### src/rtl/core/rrq_pkg.sv
// Shared types and codes for the round-robin run queue.
`timescale 1ns / 1ps

package rrq_pkg;

  localparam int THREAD_W = 8;
  localparam int PRIO_W   = 8;

  // Command codes carried by an input word.
  typedef enum logic [1:0] {
    CMD_ADD    = 2'd0,
    CMD_REMOVE = 2'd1,
    CMD_SORT   = 2'd2,
    CMD_PICK   = 2'd3
  } cmd_t;

  // Error codes returned in a result word.
  localparam logic [1:0] ERR_OK        = 2'd0;
  localparam logic [1:0] ERR_FULL      = 2'd1;
  localparam logic [1:0] ERR_NOT_FOUND = 2'd2;

  // One slot of the thread table as held in the slot memory.
  typedef struct packed {
    logic [THREAD_W-1:0] thread;
    logic [PRIO_W-1:0]   prio;
  } slot_entry_t;

  // Datapath operations issued by the controller, one per cycle.
  typedef enum logic [3:0] {
    DP_IDLE,
    DP_LATCH,
    DP_ADD,
    DP_PICK,
    DP_PICK_RD,
    DP_REM_RD,
    DP_REM_CMP,
    DP_SH_RD,
    DP_SH_CMP,
    DP_SORT_INIT,
    DP_SX_RD,
    DP_SX_LD,
    DP_SM_RD,
    DP_SM_CMP,
    DP_SX_WB,
    DP_LOAD_OUT
  } dp_op_t;

  // Status flags returned by the datapath to the controller.
  typedef struct packed {
    logic free_any;
    logic used_any;
    logic run_short;
    logic hit;
    logic hit_shared;
    logic scan_last;
    logic m_last;
    logic x_last;
  } dp_status_t;

endpackage

### src/rtl/core/rrq_dp.sv
// Datapath of the run queue: slot memory, occupancy and shared bits, scan counters.
`timescale 1ns / 1ps

module rrq_dp #(
  parameter int SLOT_COUNT = 16
) (
  input  logic                            clk,
  input  logic                            rst_n,
  input  rrq_pkg::dp_op_t                 op,
  input  logic [rrq_pkg::THREAD_W-1:0]    in_thread_id,
  input  logic [rrq_pkg::PRIO_W-1:0]      in_priority_value,
  output rrq_pkg::dp_status_t             status,
  output logic [rrq_pkg::THREAD_W-1:0]    out_picked_thread,
  output logic                            out_picked_valid,
  output logic [1:0]                      out_error_code
);

  localparam int IDX_W = (SLOT_COUNT > 1) ? $clog2(SLOT_COUNT) : 1;
  localparam int CUR_W = $clog2(SLOT_COUNT + 1);

  // Slot memory and its registered read port.
  rrq_pkg::slot_entry_t slot_mem_r [SLOT_COUNT];
  rrq_pkg::slot_entry_t rd_r;
  logic                 mem_we;
  logic [IDX_W-1:0]     mem_waddr;
  logic [IDX_W-1:0]     mem_raddr;
  rrq_pkg::slot_entry_t mem_wdata;

  // Per-slot flags and the current pointer.
  logic [SLOT_COUNT-1:0] used_r, used_nxt;
  logic [SLOT_COUNT-1:0] shared_r, shared_nxt;
  logic [CUR_W-1:0]      cur_r, cur_nxt;

  // Latched input word and working registers.
  logic [rrq_pkg::THREAD_W-1:0] id_r;
  logic [rrq_pkg::PRIO_W-1:0]   pri_r;
  logic [rrq_pkg::PRIO_W-1:0]   hpri_r;
  logic [IDX_W-1:0]             scan_r;
  logic [IDX_W-1:0]             hit_r;
  logic [IDX_W-1:0]             bef_r;
  logic [IDX_W-1:0]             aft_r;
  logic                         bef_v_r;
  logic                         aft_v_r;
  logic [IDX_W-1:0]             x_r;
  logic [IDX_W-1:0]             m_r;
  logic [CUR_W-1:0]             run_r;
  rrq_pkg::slot_entry_t         xreg_r;

  // Result being built and the output register.
  logic [rrq_pkg::THREAD_W-1:0] res_thread_r;
  logic                         res_valid_r;
  logic [1:0]                   res_err_r;
  logic [rrq_pkg::THREAD_W-1:0] out_thread_r;
  logic                         out_valid_flag_r;
  logic [1:0]                   out_err_r;

  // Encoder outputs and compare results.
  logic             free_any;
  logic [IDX_W-1:0] free_idx;
  logic             used_any;
  logic [IDX_W-1:0] used_idx;
  logic             after_any;
  logic [IDX_W-1:0] after_idx;
  logic [IDX_W-1:0] pick_idx;
  logic [CUR_W-1:0] run_len;
  logic             hit;
  logic             hit_shared;
  logic             scan_last;
  logic             sh_match;
  logic             sh_lt;
  logic             sh_gt;
  logic             bef_v_fin;
  logic             aft_v_fin;
  logic [IDX_W-1:0] bef_fin;
  logic [IDX_W-1:0] aft_fin;
  logic             swap;
  logic             tie;

  // Lowest free slot and lowest used slot.
  always_comb begin
    free_any = 1'b0;
    free_idx = '0;
    used_any = 1'b0;
    used_idx = '0;
    for (int j = SLOT_COUNT - 1; j >= 0; j--) begin
      if (!used_r[j]) begin
        free_any = 1'b1;
        free_idx = IDX_W'(j);
      end
      if (used_r[j]) begin
        used_any = 1'b1;
        used_idx = IDX_W'(j);
      end
    end
  end

  // Lowest used slot above the current pointer; otherwise wrap to the lowest used slot.
  always_comb begin
    after_any = 1'b0;
    after_idx = '0;
    for (int j = SLOT_COUNT - 1; j >= 0; j--) begin
      if (used_r[j] && (CUR_W'(j) > cur_r)) begin
        after_any = 1'b1;
        after_idx = IDX_W'(j);
      end
    end
  end

  assign pick_idx = after_any ? after_idx : used_idx;

  // Length of the leading run of used slots.
  assign run_len = free_any ? CUR_W'(free_idx) : CUR_W'(SLOT_COUNT);

  // Scan compares against the word read from the slot memory.
  assign hit        = used_r[scan_r] && (rd_r.thread == id_r);
  assign hit_shared = shared_r[scan_r];
  assign scan_last  = (scan_r == IDX_W'(SLOT_COUNT - 1));
  assign sh_match   = used_r[scan_r] && shared_r[scan_r] && (rd_r.prio == hpri_r);
  assign sh_lt      = scan_r < hit_r;
  assign sh_gt      = scan_r > hit_r;
  assign bef_v_fin  = bef_v_r || (sh_match && sh_lt);
  assign bef_fin    = (sh_match && sh_lt) ? scan_r : bef_r;
  assign aft_v_fin  = aft_v_r || (sh_match && sh_gt);
  assign aft_fin    = (sh_match && sh_gt) ? scan_r : aft_r;

  // Sort compare between the held row entry and the entry read at m.
  assign swap = xreg_r.prio > rd_r.prio;
  assign tie  = xreg_r.prio == rd_r.prio;

  // Status toward the controller.
  always_comb begin
    status.free_any   = free_any;
    status.used_any   = used_any;
    status.run_short  = run_len < CUR_W'(2);
    status.hit        = hit;
    status.hit_shared = hit_shared;
    status.scan_last  = scan_last;
    status.m_last     = CUR_W'(m_r) == (run_r - CUR_W'(1));
    status.x_last     = (CUR_W'(x_r) + CUR_W'(2)) == run_r;
  end

  // Slot memory address and write data selection.
  always_comb begin
    mem_we    = 1'b0;
    mem_waddr = free_idx;
    mem_wdata = '{thread: id_r, prio: pri_r};
    mem_raddr = scan_r;
    unique case (op)
      rrq_pkg::DP_ADD: begin
        mem_we = free_any;
      end
      rrq_pkg::DP_PICK: begin
        mem_raddr = pick_idx;
      end
      rrq_pkg::DP_SX_RD: begin
        mem_raddr = x_r;
      end
      rrq_pkg::DP_SM_RD: begin
        mem_raddr = m_r;
      end
      rrq_pkg::DP_SM_CMP: begin
        mem_we    = swap;
        mem_waddr = m_r;
        mem_wdata = xreg_r;
      end
      rrq_pkg::DP_SX_WB: begin
        mem_we    = 1'b1;
        mem_waddr = x_r;
        mem_wdata = xreg_r;
      end
      default: begin
      end
    endcase
  end

  // Slot memory with one write port and a registered read port.
  always_ff @(posedge clk) begin
    if (mem_we) begin
      slot_mem_r[mem_waddr] <= mem_wdata;
    end
    rd_r <= slot_mem_r[mem_raddr];
  end

  // Next values of the occupancy bits, shared bits and current pointer.
  always_comb begin
    used_nxt   = used_r;
    shared_nxt = shared_r;
    cur_nxt    = cur_r;
    unique case (op)
      rrq_pkg::DP_ADD: begin
        if (free_any) begin
          used_nxt[free_idx]   = 1'b1;
          shared_nxt[free_idx] = 1'b0;
        end
      end
      rrq_pkg::DP_PICK: begin
        if (used_any) begin
          cur_nxt = CUR_W'(pick_idx);
        end
      end
      rrq_pkg::DP_REM_CMP: begin
        if (hit && !hit_shared) begin
          used_nxt[scan_r]   = 1'b0;
          shared_nxt[scan_r] = 1'b0;
        end
      end
      rrq_pkg::DP_SH_CMP: begin
        // Earlier slots win over later ones when the removed thread was shared.
        if (scan_last) begin
          used_nxt[hit_r]   = 1'b0;
          shared_nxt[hit_r] = 1'b0;
          if (bef_v_fin) begin
            cur_nxt = CUR_W'(bef_fin);
          end else if (aft_v_fin) begin
            cur_nxt = CUR_W'(aft_fin);
          end
        end
      end
      rrq_pkg::DP_SM_CMP: begin
        if (swap) begin
          shared_nxt[x_r] = shared_r[m_r];
          shared_nxt[m_r] = shared_r[x_r];
        end else if (tie) begin
          shared_nxt[x_r] = 1'b1;
          shared_nxt[m_r] = 1'b1;
        end
      end
      default: begin
      end
    endcase
  end

  // Control state registers.
  always_ff @(posedge clk) begin
    if (!rst_n) begin
      used_r   <= '0;
      shared_r <= '0;
      cur_r    <= CUR_W'(SLOT_COUNT);
    end else begin
      used_r   <= used_nxt;
      shared_r <= shared_nxt;
      cur_r    <= cur_nxt;
    end
  end

  // Working registers and the result word.
  always_ff @(posedge clk) begin
    unique case (op)
      rrq_pkg::DP_LATCH: begin
        id_r         <= in_thread_id;
        pri_r        <= in_priority_value;
        res_thread_r <= '0;
        res_valid_r  <= 1'b0;
        res_err_r    <= rrq_pkg::ERR_OK;
        scan_r       <= '0;
      end
      rrq_pkg::DP_ADD: begin
        res_err_r <= free_any ? rrq_pkg::ERR_OK : rrq_pkg::ERR_FULL;
      end
      rrq_pkg::DP_PICK: begin
        res_valid_r <= used_any;
      end
      rrq_pkg::DP_PICK_RD: begin
        res_thread_r <= rd_r.thread;
      end
      rrq_pkg::DP_REM_CMP: begin
        if (hit) begin
          hit_r   <= scan_r;
          hpri_r  <= rd_r.prio;
          scan_r  <= '0;
          bef_v_r <= 1'b0;
          aft_v_r <= 1'b0;
        end else if (scan_last) begin
          res_err_r <= rrq_pkg::ERR_NOT_FOUND;
        end else begin
          scan_r <= scan_r + IDX_W'(1);
        end
      end
      rrq_pkg::DP_SH_CMP: begin
        bef_v_r <= bef_v_fin;
        bef_r   <= bef_fin;
        aft_v_r <= aft_v_fin;
        aft_r   <= aft_fin;
        scan_r  <= scan_r + IDX_W'(1);
      end
      rrq_pkg::DP_SORT_INIT: begin
        run_r <= run_len;
        x_r   <= '0;
      end
      rrq_pkg::DP_SX_LD: begin
        xreg_r <= rd_r;
        m_r    <= x_r + IDX_W'(1);
      end
      rrq_pkg::DP_SM_CMP: begin
        if (swap) begin
          xreg_r <= rd_r;
        end
        m_r <= m_r + IDX_W'(1);
      end
      rrq_pkg::DP_SX_WB: begin
        x_r <= x_r + IDX_W'(1);
      end
      rrq_pkg::DP_LOAD_OUT: begin
        out_thread_r     <= res_thread_r;
        out_valid_flag_r <= res_valid_r;
        out_err_r        <= res_err_r;
      end
      default: begin
      end
    endcase
  end

  assign out_picked_thread = out_thread_r;
  assign out_picked_valid  = out_valid_flag_r;
  assign out_error_code    = out_err_r;

endmodule

### src/rtl/core/rrq_ctrl.sv
// Controller of the run queue: command sequencing and the word handshakes.
`timescale 1ns / 1ps

module rrq_ctrl (
  input  logic                clk,
  input  logic                rst_n,
  input  logic                in_valid,
  input  logic [1:0]          in_command,
  output logic                in_stall,
  output logic                out_valid,
  input  logic                out_stall,
  input  rrq_pkg::dp_status_t status,
  output rrq_pkg::dp_op_t     op
);

  typedef enum logic [3:0] {
    ST_IDLE,
    ST_ADD,
    ST_PICK,
    ST_PICK_RD,
    ST_REM_RD,
    ST_REM_CMP,
    ST_SH_RD,
    ST_SH_CMP,
    ST_SORT_INIT,
    ST_SX_RD,
    ST_SX_LD,
    ST_SM_RD,
    ST_SM_CMP,
    ST_SX_WB,
    ST_DONE
  } state_t;

  state_t state_r, state_nxt;
  logic   out_valid_r, out_valid_nxt;
  logic   out_free;

  // The output register can take a new word when empty or being drained.
  assign out_free  = !out_valid_r || !out_stall;
  assign in_stall  = (state_r != ST_IDLE);
  assign out_valid = out_valid_r;

  // Next state and datapath operation.
  always_comb begin
    state_nxt = state_r;
    op        = rrq_pkg::DP_IDLE;
    unique case (state_r)
      ST_IDLE: begin
        if (in_valid) begin
          op = rrq_pkg::DP_LATCH;
          unique case (rrq_pkg::cmd_t'(in_command))
            rrq_pkg::CMD_ADD:    state_nxt = ST_ADD;
            rrq_pkg::CMD_REMOVE: state_nxt = ST_REM_RD;
            rrq_pkg::CMD_SORT:   state_nxt = ST_SORT_INIT;
            rrq_pkg::CMD_PICK:   state_nxt = ST_PICK;
          endcase
        end
      end
      ST_ADD: begin
        op        = rrq_pkg::DP_ADD;
        state_nxt = ST_DONE;
      end
      ST_PICK: begin
        op        = rrq_pkg::DP_PICK;
        state_nxt = status.used_any ? ST_PICK_RD : ST_DONE;
      end
      ST_PICK_RD: begin
        op        = rrq_pkg::DP_PICK_RD;
        state_nxt = ST_DONE;
      end
      ST_REM_RD: begin
        op        = rrq_pkg::DP_REM_RD;
        state_nxt = ST_REM_CMP;
      end
      ST_REM_CMP: begin
        op = rrq_pkg::DP_REM_CMP;
        if (status.hit) begin
          state_nxt = status.hit_shared ? ST_SH_RD : ST_DONE;
        end else if (status.scan_last) begin
          state_nxt = ST_DONE;
        end else begin
          state_nxt = ST_REM_RD;
        end
      end
      ST_SH_RD: begin
        op        = rrq_pkg::DP_SH_RD;
        state_nxt = ST_SH_CMP;
      end
      ST_SH_CMP: begin
        op        = rrq_pkg::DP_SH_CMP;
        state_nxt = status.scan_last ? ST_DONE : ST_SH_RD;
      end
      ST_SORT_INIT: begin
        op        = rrq_pkg::DP_SORT_INIT;
        state_nxt = status.run_short ? ST_DONE : ST_SX_RD;
      end
      ST_SX_RD: begin
        op        = rrq_pkg::DP_SX_RD;
        state_nxt = ST_SX_LD;
      end
      ST_SX_LD: begin
        op        = rrq_pkg::DP_SX_LD;
        state_nxt = ST_SM_RD;
      end
      ST_SM_RD: begin
        op        = rrq_pkg::DP_SM_RD;
        state_nxt = ST_SM_CMP;
      end
      ST_SM_CMP: begin
        op        = rrq_pkg::DP_SM_CMP;
        state_nxt = status.m_last ? ST_SX_WB : ST_SM_RD;
      end
      ST_SX_WB: begin
        op        = rrq_pkg::DP_SX_WB;
        state_nxt = status.x_last ? ST_DONE : ST_SX_RD;
      end
      ST_DONE: begin
        if (out_free) begin
          op        = rrq_pkg::DP_LOAD_OUT;
          state_nxt = ST_IDLE;
        end
      end
      default: begin
        state_nxt = ST_IDLE;
      end
    endcase
  end

  // Output word valid: set on load, cleared when the word is taken.
  always_comb begin
    if (op == rrq_pkg::DP_LOAD_OUT) begin
      out_valid_nxt = 1'b1;
    end else begin
      out_valid_nxt = out_valid_r && out_stall;
    end
  end

  // State and registered outputs.
  always_ff @(posedge clk) begin
    if (!rst_n) begin
      state_r     <= ST_IDLE;
      out_valid_r <= 1'b0;
    end else begin
      state_r     <= state_nxt;
      out_valid_r <= out_valid_nxt;
    end
  end

endmodule

### src/rtl/core/round_robin_run_queue_unit.sv
// Top level of the round-robin run queue: controller and datapath.
`timescale 1ns / 1ps

// Round-robin run queue over SLOT_COUNT thread slots. Each input word carries a
// command (add, remove, sort, pick) and returns exactly one result word. One
// command is worked on at a time; the next input word is taken while the last
// result still waits in the output register. Slot contents sit in a memory with
// one write port and a registered read port, so each scanned slot passes a read
// state and a compare state. Remove scans slots up to and including the matching
// one (every slot when no slot matches), and scans every slot once more when the
// removed thread carries the shared mark. Sort compares every slot pair of a
// leading run of n >= 2 used slots (one memory read and one compare per slot
// pair) and skips the compare pass when the run is shorter.
// No clearing pass is needed after reset.
module round_robin_run_queue_unit #(
  parameter int SLOT_COUNT = 16
) (
  input  logic                         clk,
  input  logic                         rst_n,
  input  logic                         in_valid,
  output logic                         in_stall,
  input  logic [1:0]                   in_command,
  input  logic [rrq_pkg::THREAD_W-1:0] in_thread_id,
  input  logic [rrq_pkg::PRIO_W-1:0]   in_priority_value,
  output logic                         out_valid,
  input  logic                         out_stall,
  output logic [rrq_pkg::THREAD_W-1:0] out_picked_thread,
  output logic                         out_picked_valid,
  output logic [1:0]                   out_error_code
);

  rrq_pkg::dp_op_t     op;
  rrq_pkg::dp_status_t status;

  // Command sequencing and handshakes.
  rrq_ctrl u_ctrl (
    .clk        (clk),
    .rst_n      (rst_n),
    .in_valid   (in_valid),
    .in_command (in_command),
    .in_stall   (in_stall),
    .out_valid  (out_valid),
    .out_stall  (out_stall),
    .status     (status),
    .op         (op)
  );

  // Slot storage and scans.
  rrq_dp #(
    .SLOT_COUNT (SLOT_COUNT)
  ) u_dp (
    .clk               (clk),
    .rst_n             (rst_n),
    .op                (op),
    .in_thread_id      (in_thread_id),
    .in_priority_value (in_priority_value),
    .status            (status),
    .out_picked_thread (out_picked_thread),
    .out_picked_valid  (out_picked_valid),
    .out_error_code    (out_error_code)
  );

endmodule
### config.mk
export PLATFORM = sky130hd
export DESIGN_NAME = round_robin_run_queue_unit
export DESIGN_NICKNAME = d
export VERILOG_FILES = /design/src/rtl/core/rrq_pkg.sv /design/src/rtl/core/rrq_dp.sv /design/src/rtl/core/rrq_ctrl.sv /design/src/rtl/core/round_robin_run_queue_unit.sv
export SDC_FILE = /design/constraint.sdc
export NUM_CORES = 1
export LEC_CHECK = 0
export BUFFER_PORTS_ARGS = -buffer_cell sky130_fd_sc_hd__buf_2
export CAP_MARGIN = 10
export CORE_ASPECT_RATIO = 0.8
export CORE_MARGIN = 2
export CORE_UTILIZATION = 35
export CTS_CLUSTER_SIZE = 10
export DETAILED_ROUTE_END_ITERATION = 8
export PLACE_DENSITY_LB_ADDON = 0.12
export SLEW_MARGIN = 40
export SYNTH_ARGS = -nofsm -noshare
export SYNTH_HDL_FRONTEND = slang
export SYNTH_SLANG_ARGS = --single-unit
### constraint.sdc
create_clock -name clk -period 7.8 [get_ports clk]
set_input_delay 0.78 -clock clk [delete_from_list [all_inputs] [get_ports clk]]
set_output_delay 0.78 -clock clk [all_outputs]
set_load 0.01 [all_outputs]
# [Word-level counts from Yosys, hierarchy flattened]
# Memory sizes are Yosys's and may differ from the RTL's. A register that Yosys moved wholly into a read port is not among the register bits.
# Cells that the tools add are included.
# W data, S select, Z words.
[totals] wordCells=352 register_bits=135 input_bits=22 memories=1 ram_bits=256
[classes] n_eq_ne=49 n_addsub=5 n_reduce_logical=58 n_bitwise=11 magnitude_cmp=30 n_mux=173
[memory_table] name="u_dp.slot_mem_r" words=16 word_bits=16 read_ports=1 rd_clocked_by_memory_dff=1 write_ports=1 line="rrq_dp.sv:22" text="rrq_pkg::slot_entry_t slot_mem_r [SLOT_COUNT];"
[op_table] op="$mux W4" n=61
[op_table] op="$mux W16" n=10
[op_table] op="$and A16 B16 Y16" n=5
[op_table] op="$eq A4 B4 Y1 const B" n=16
[op_table] op="$pmux W16 S4" n=1
[op_table] op="$mux W1" n=63
[op_table] op="$pmux W4 S15" n=1
[op_table] op="$pmux W4 S14" n=1
[op_table] op="$not A16 Y16" n=3
[op_table] op="$or A16 B16 Y16" n=3
[op_table] op="$pmux W16 S3" n=1
[op_table] op="$gt A4 B5 Y1 const A" n=8
[op_table] op="$bwmux W16" n=2
[op_table] op="$pmux W16 S2" n=1
[op_table] op="$logic_and A1 B1 Y1" n=28
[op_table] op="$lt A4 B5 Y1 const B" n=5
[op_table] op="$mux W5" n=5
[op_table] op="$eq A4 B3 Y1 const B" n=6
[op_table] op="$eq A8 B8 Y1" n=3
[op_table] op="$pmux W4 S2" n=3
[op_table] op="$pmux W4 S3" n=2
[op_table] op="$demux W1 S4" n=5
[op_table] op="$ge A4 B1 Y1 const B" n=5
[op_table] op="$gt A3 B5 Y1 const A" n=4
[op_table] op="other kinds (40)" n=84

# [Logic depth before layout (Yosys ltp)]
[depth] ltp_word=24 mapped_depth=13 mapped_depth_nobuf=11

# [Cells and area by module]
# A second synthesis with hierarchy kept.
[hier_totals] hier_cells=1643 hier_area_um2=19635.1
[modules_own_cells] module="rrq_dp" area_each_um2=19092.1 n_inst=1 seq_area_each_um2=11541.1 cells_each=1565
[modules_own_cells] module="rrq_ctrl" area_each_um2=543.0 n_inst=1 seq_area_each_um2=100.1 cells_each=78

# [Least setup slack after synthesis]
# No wires, ideal clock.
[synth_path] kind="flip-flop to flip-flop" start="register u_dp.rd_r[1] (netlist name)" end="memory u_dp.slot_mem_r[10][0] (netlist bit), enable pin" path_stages_with_launch=12 arrival_ns=3.294 setup_ns=0.409 period_less_slack_ns=3.703 path_slack_ns=4.097 path_cell_list="dfxtp_1 -> inv_1 -> ha_1 -> nor2b_1 -> o21ai_0 -> nand2b_1 -> a21oi_1 -> o21ai_1 -> a32oi_1 -> a2111oi_0 -> nand2_1 -> nor3_1"
[synth_between] elab_chain_len=4
[synth_rtl] element="$gt A8 B8 Y1" line="rrq_dp.sv:127" text="assign swap = xreg_r.prio > rd_r.prio;"
[synth_rtl] element="$pmux W1 S3" line="rrq_dp.sv:148" text="unique case (op)"
[synth_rtl] element="$mux W1" line="rrq_dp.sv:178" text="if (mem_we) begin"
[synth_rtl] element="$mux W1 (not written as such)" line="rrq_dp.sv:179" text="slot_mem_r[mem_waddr] <= mem_wdata;"
[synth_rtl] element="end: declaration" line="rrq_dp.sv:22"
# No other way between the ends.

# [Worst setup path after layout]
[layout_path] start="register u_dp.cur_r[3]" end="register u_dp.rd_r[3] (netlist name)"
[layout_between] elab_chain_len=20
[layout_rtl] element="start: declaration" line="rrq_dp.sv:32" text="logic [CUR_W-1:0] cur_r, cur_nxt;"
[layout_rtl] element="start signal: assignment" line="rrq_dp.sv:238" text="cur_r <= CUR_W'(SLOT_COUNT);"
[layout_rtl] element="start signal: assignment" line="rrq_dp.sv:242" text="cur_r <= cur_nxt;"
[layout_rtl] element="$gt A4 B5 Y1" line="rrq_dp.sv:102" text="if (used_r[j] && (CUR_W'(j) > cur_r)) begin"
[layout_rtl] element="$logic_and A1 B1 Y1" line="rrq_dp.sv:102"
[layout_rtl] element="$mux W4 / $mux W1 (equally long branches) (16 in a row)" line="rrq_dp.sv:102"
[layout_rtl] element="$mux W4 (*)" line="rrq_dp.sv:109" text="assign pick_idx = after_any ? after_idx : used_idx;"
[layout_rtl] element="$pmux W4 S3 (*)" line="rrq_dp.sv:148"
# Every way passes the cells marked *; elsewhere a longest branch is shown, timed or not.
# A chain may end at the register's enable or synchronous reset.

==> results.yml <==
clock_tree:
  cts.repair.resized: 0
  cts-root-buf: "clkbuf_16"
  cts.sinks: 407
  clockBufferDepth: 3
  numCtsBuffers: 48
  cts_tree: "yes"
  clock_latency_ns: 0.60
  htreeDepth: 2
  clk_pin_slew_ns: 0.06
  cts_setup_buffers: 0
  holdBufCountCts: 0
worst_hold_path:
  min-delay-start: "in_thread_id[4]"
  hp-class: "in2reg"
  min_delay_worst_endpoint: "u_dp.id_r[4]"
  worstHoldPathCells: 1
logic_synthesis:
  synthTopCellsByArea: "edfxtp_1, nand3_1, dfxtp_1"
  async_reset_ff_frac: 0
  syn_nets: 1798
  yosys_warnings: 0
  synth-seq-cells: 407
  synth_largest_area_cell: "edfxtp_1"
  synth_area_um2: 20300
  synthDistinctLibCells: 84
  synth-seq-area-share: 0.5734
  postSynthAreaPerCell_um2: 11.60
  synth_edf_count: 349
  yosysMostFrequentCell: "edfxtp_1"
  synth-main-ff-cell: "edfxtp_1"
  synthTopCellsByCount: "edfxtp_1, nand3_1, nand2_1, clkbuf_1, a22oi_1"
  synth_top_area_share: 0.5162
  netlist_instances: 1750
global_route:
  antenna_found_initial: 1
  grt_pass1_wl_mm: 96.88
  grt-ovfl-total: 0
  track_usage: 0.2167
  grt_max_degree: 63
  grt_pass1_vias: 14450
worst_setup_path:
  cp.required_ns: 8.22
  critPathLaunchType: "flip-flop"
  critical_path.max_fanout: 53
  r2r_end: "u_dp.rd_r[3]"
  rrSetupSlack_ns: 2.75
  reg2regPathDepth: 10
  crit_type: "reg2reg"
  end_kind: "flip-flop"
  crit_arrival_ns: 5.46
  r2r-start: "u_dp.cur_r[3]"
detailed_routing:
  drcViolationCount: 0
  route.met2.wl_mm: 26.56
  routed_wl_mm: 65.56
  met1_length_mm: 31.97
  drt_iter0_markers: 1850
  vias_per_cell: 6.040
  dr_wl_met3_mm: 5.712
  drt_pre_antenna_iters: 6
  highest_layer: "met4"
  final_antenna_net_count: 0
  wire_per_inst_um: 25.72
  vias: 15397
timing:
  hold_violations: 0
  slew_violations: 0
  setup_viol: 0
  holdWs_ns: 0.3645
  grt_setup_unrepaired: "false"
  period_share: 0.6473
  setup-tns-final_ns: 0
  setup_ws_ns: 2.751
  skew_ns: 0.04499
  fmax_mhz: 198.1
  min_period_ns: 5.049
  max_slew_margin: 0.3820
  worst_slew_pin_slew_ns: 0.9253
die:
  ios: 35
  row_count: 78
  core-area_um2: 56990
  fp.dieH_um: 219.4
  die_area_um2: 59960
  start_util: 0.3562
  fp.dieW_um: 273.3
place:
  dp_hpwl_mm: 42.44
  port_buffers: 34
  dp_worst_setup_slack_ns: 2.895
  place_area_um2: 21460
  place_congestion: 0.8804
job:
  max-cap-violations: 0
power:
  power_mw: 8.011
  vdd_drop_max_mv: 0.2289
  p_per_area_nw_per_um2: 349.1
  p_leak_nw: 7.651
layout:
  final_cell_area_um2: 22950
  syn2layout_area_growth_pct: 13.03
  fin_nets: 1799
  fillCellCount: 5428
  layout-drive-gt1-share: 0.1528
outcome:
  outcome: "complete, no violations"
[cell usage in the layout (no fill, tap or decap), types with 6 or more instances in the layout]
cell type,count
o21ai_0,49
nor2b_1,19
o211ai_1,14
mux2i_1,20
buf_4,49
a221oi_1,27
nor3_1,15
o22a_1,6
inv_1,36
mux2_2,61
edfxtp_1,349
nand2b_1,20
a21oi_1,72
xnor2_1,7
nand3_1,243
clkbuf_1,30
a221o_1,7
nand2_1,114
a22oi_1,76
dfxtp_1,57
a21boi_0,21
buf_2,34
nor3_2,19
a31oi_1,52
mux4_2,14
and3_1,21
nand4_1,18
a222oi_1,12
or3_1,8
nor4_1,8
nand3b_1,9
nor2_1,51
a211o_1,16
ha_1,26
clkbuf_16,48
xor2_1,24
and2_1,10
a2111oi_1,7
[worst max-delay path by stage]
stage / depth (start not counted) / start / endpoint
final: 10 / u_dp.cur_r[3] / u_dp.rd_r[3]
after CTS: 10 / u_dp.cur_r[3] / u_dp.rd_r[3]
after global placement: 10 / u_dp.cur_r[3] / u_dp.rd_r[3]
after global routing: 10 / u_dp.cur_r[3] / u_dp.rd_r[3]
after floorplan: 11 / u_dp.rd_r[1] / u_dp.slot_mem_r[10][0]
after detailed placement: 10 / u_dp.cur_r[3] / u_dp.rd_r[3]
[critical path: stages, from the launching register on]
cell      delay (ns)
dfxtp_1         0.63
o211ai_1        0.23
a32oi_1         0.23
o21ai_0         0.12
a311oi_1        0.63
o22a_2          0.56
a21o_2          0.38
buf_4           0.68
mux2_2          0.41
a222oi_1        0.81
o211ai_1        0.16
[flip-flops by register name, indices dropped and copies added, names as in the netlist, 5 cells and up]
| name | cells |
|---|---|
| u_dp.out_picked_thread | 8 |
| u_dp.pri_r | 8 |
| u_dp.shared_r | 16 |
| u_dp.cur_r | 5 |
| u_dp.xreg_r | 16 |
| u_dp.res_thread_r | 8 |
| u_dp.run_r | 5 |
| u_dp.used_r | 16 |
| u_dp.id_r | 8 |
| u_dp.slot_mem_r | 256 |
| u_dp.hpri_r | 8 |
| u_dp.rd_r | 16 |
[per-stage QoR]
stage | instances | utilization
floorplan | 1750 | -
global placement | 2459 | 0.3752
detailed placement | 2461 | 0.3764
CTS | 2547 | 0.4019
global route | 2548 | 0.4026
finish | 2549 | 0.4027
[report_power, final]
| group | internal [mW] | leakage [nW] | total [mW] | switching [mW] |
|---|---|---|---|---|
| combinational | 0.996 | 3.32 | 2.91 | 1.91 |
| sequential | 2.74 | 3.63 | 3.00 | 0.259 |
| clock | 1.21 | 0.692 | 2.10 | 0.895 |
[area by class of cell]
class                      count  area [um^2]  area share
antenna                        2        5.005   0.0002181
clock buffer                  80         1341     0.05845
clock inverter                 6        110.1    0.004798
inverter                      37        138.9    0.006052
multi-input combinational   1173         8212      0.3578
sequential                   407        11640      0.5073
tap                          760        950.9     0.04143
timing repair buffer          84        549.3     0.02393
[logic make-up (layout without fill, tap and decap cells)]
logic type,after synthesis,in the layout,synth area share
xor gates and xnor gates,31,31,0.01337
muxes,103,103,0.06736
and+or+nand+nor,582,582,0.1443
AOI/OAI and AO/OA,431,431,0.1506
other,0,2,0
DFF,407,407,0.5734
buffers and inverters,170,207,0.03500
adders and majority gates,26,26,0.01602
[metal layers]
metal | vias to the layer above | track usage
met1 | 7732 | 0.3384
li1 | 6865 | -
met4 | 0 | 0.05410
met5 | - | 0
met3 | 99 | 0.04968
met2 | 701 | 0.2971
Note: power is estimated with default switching activity, not from simulation.
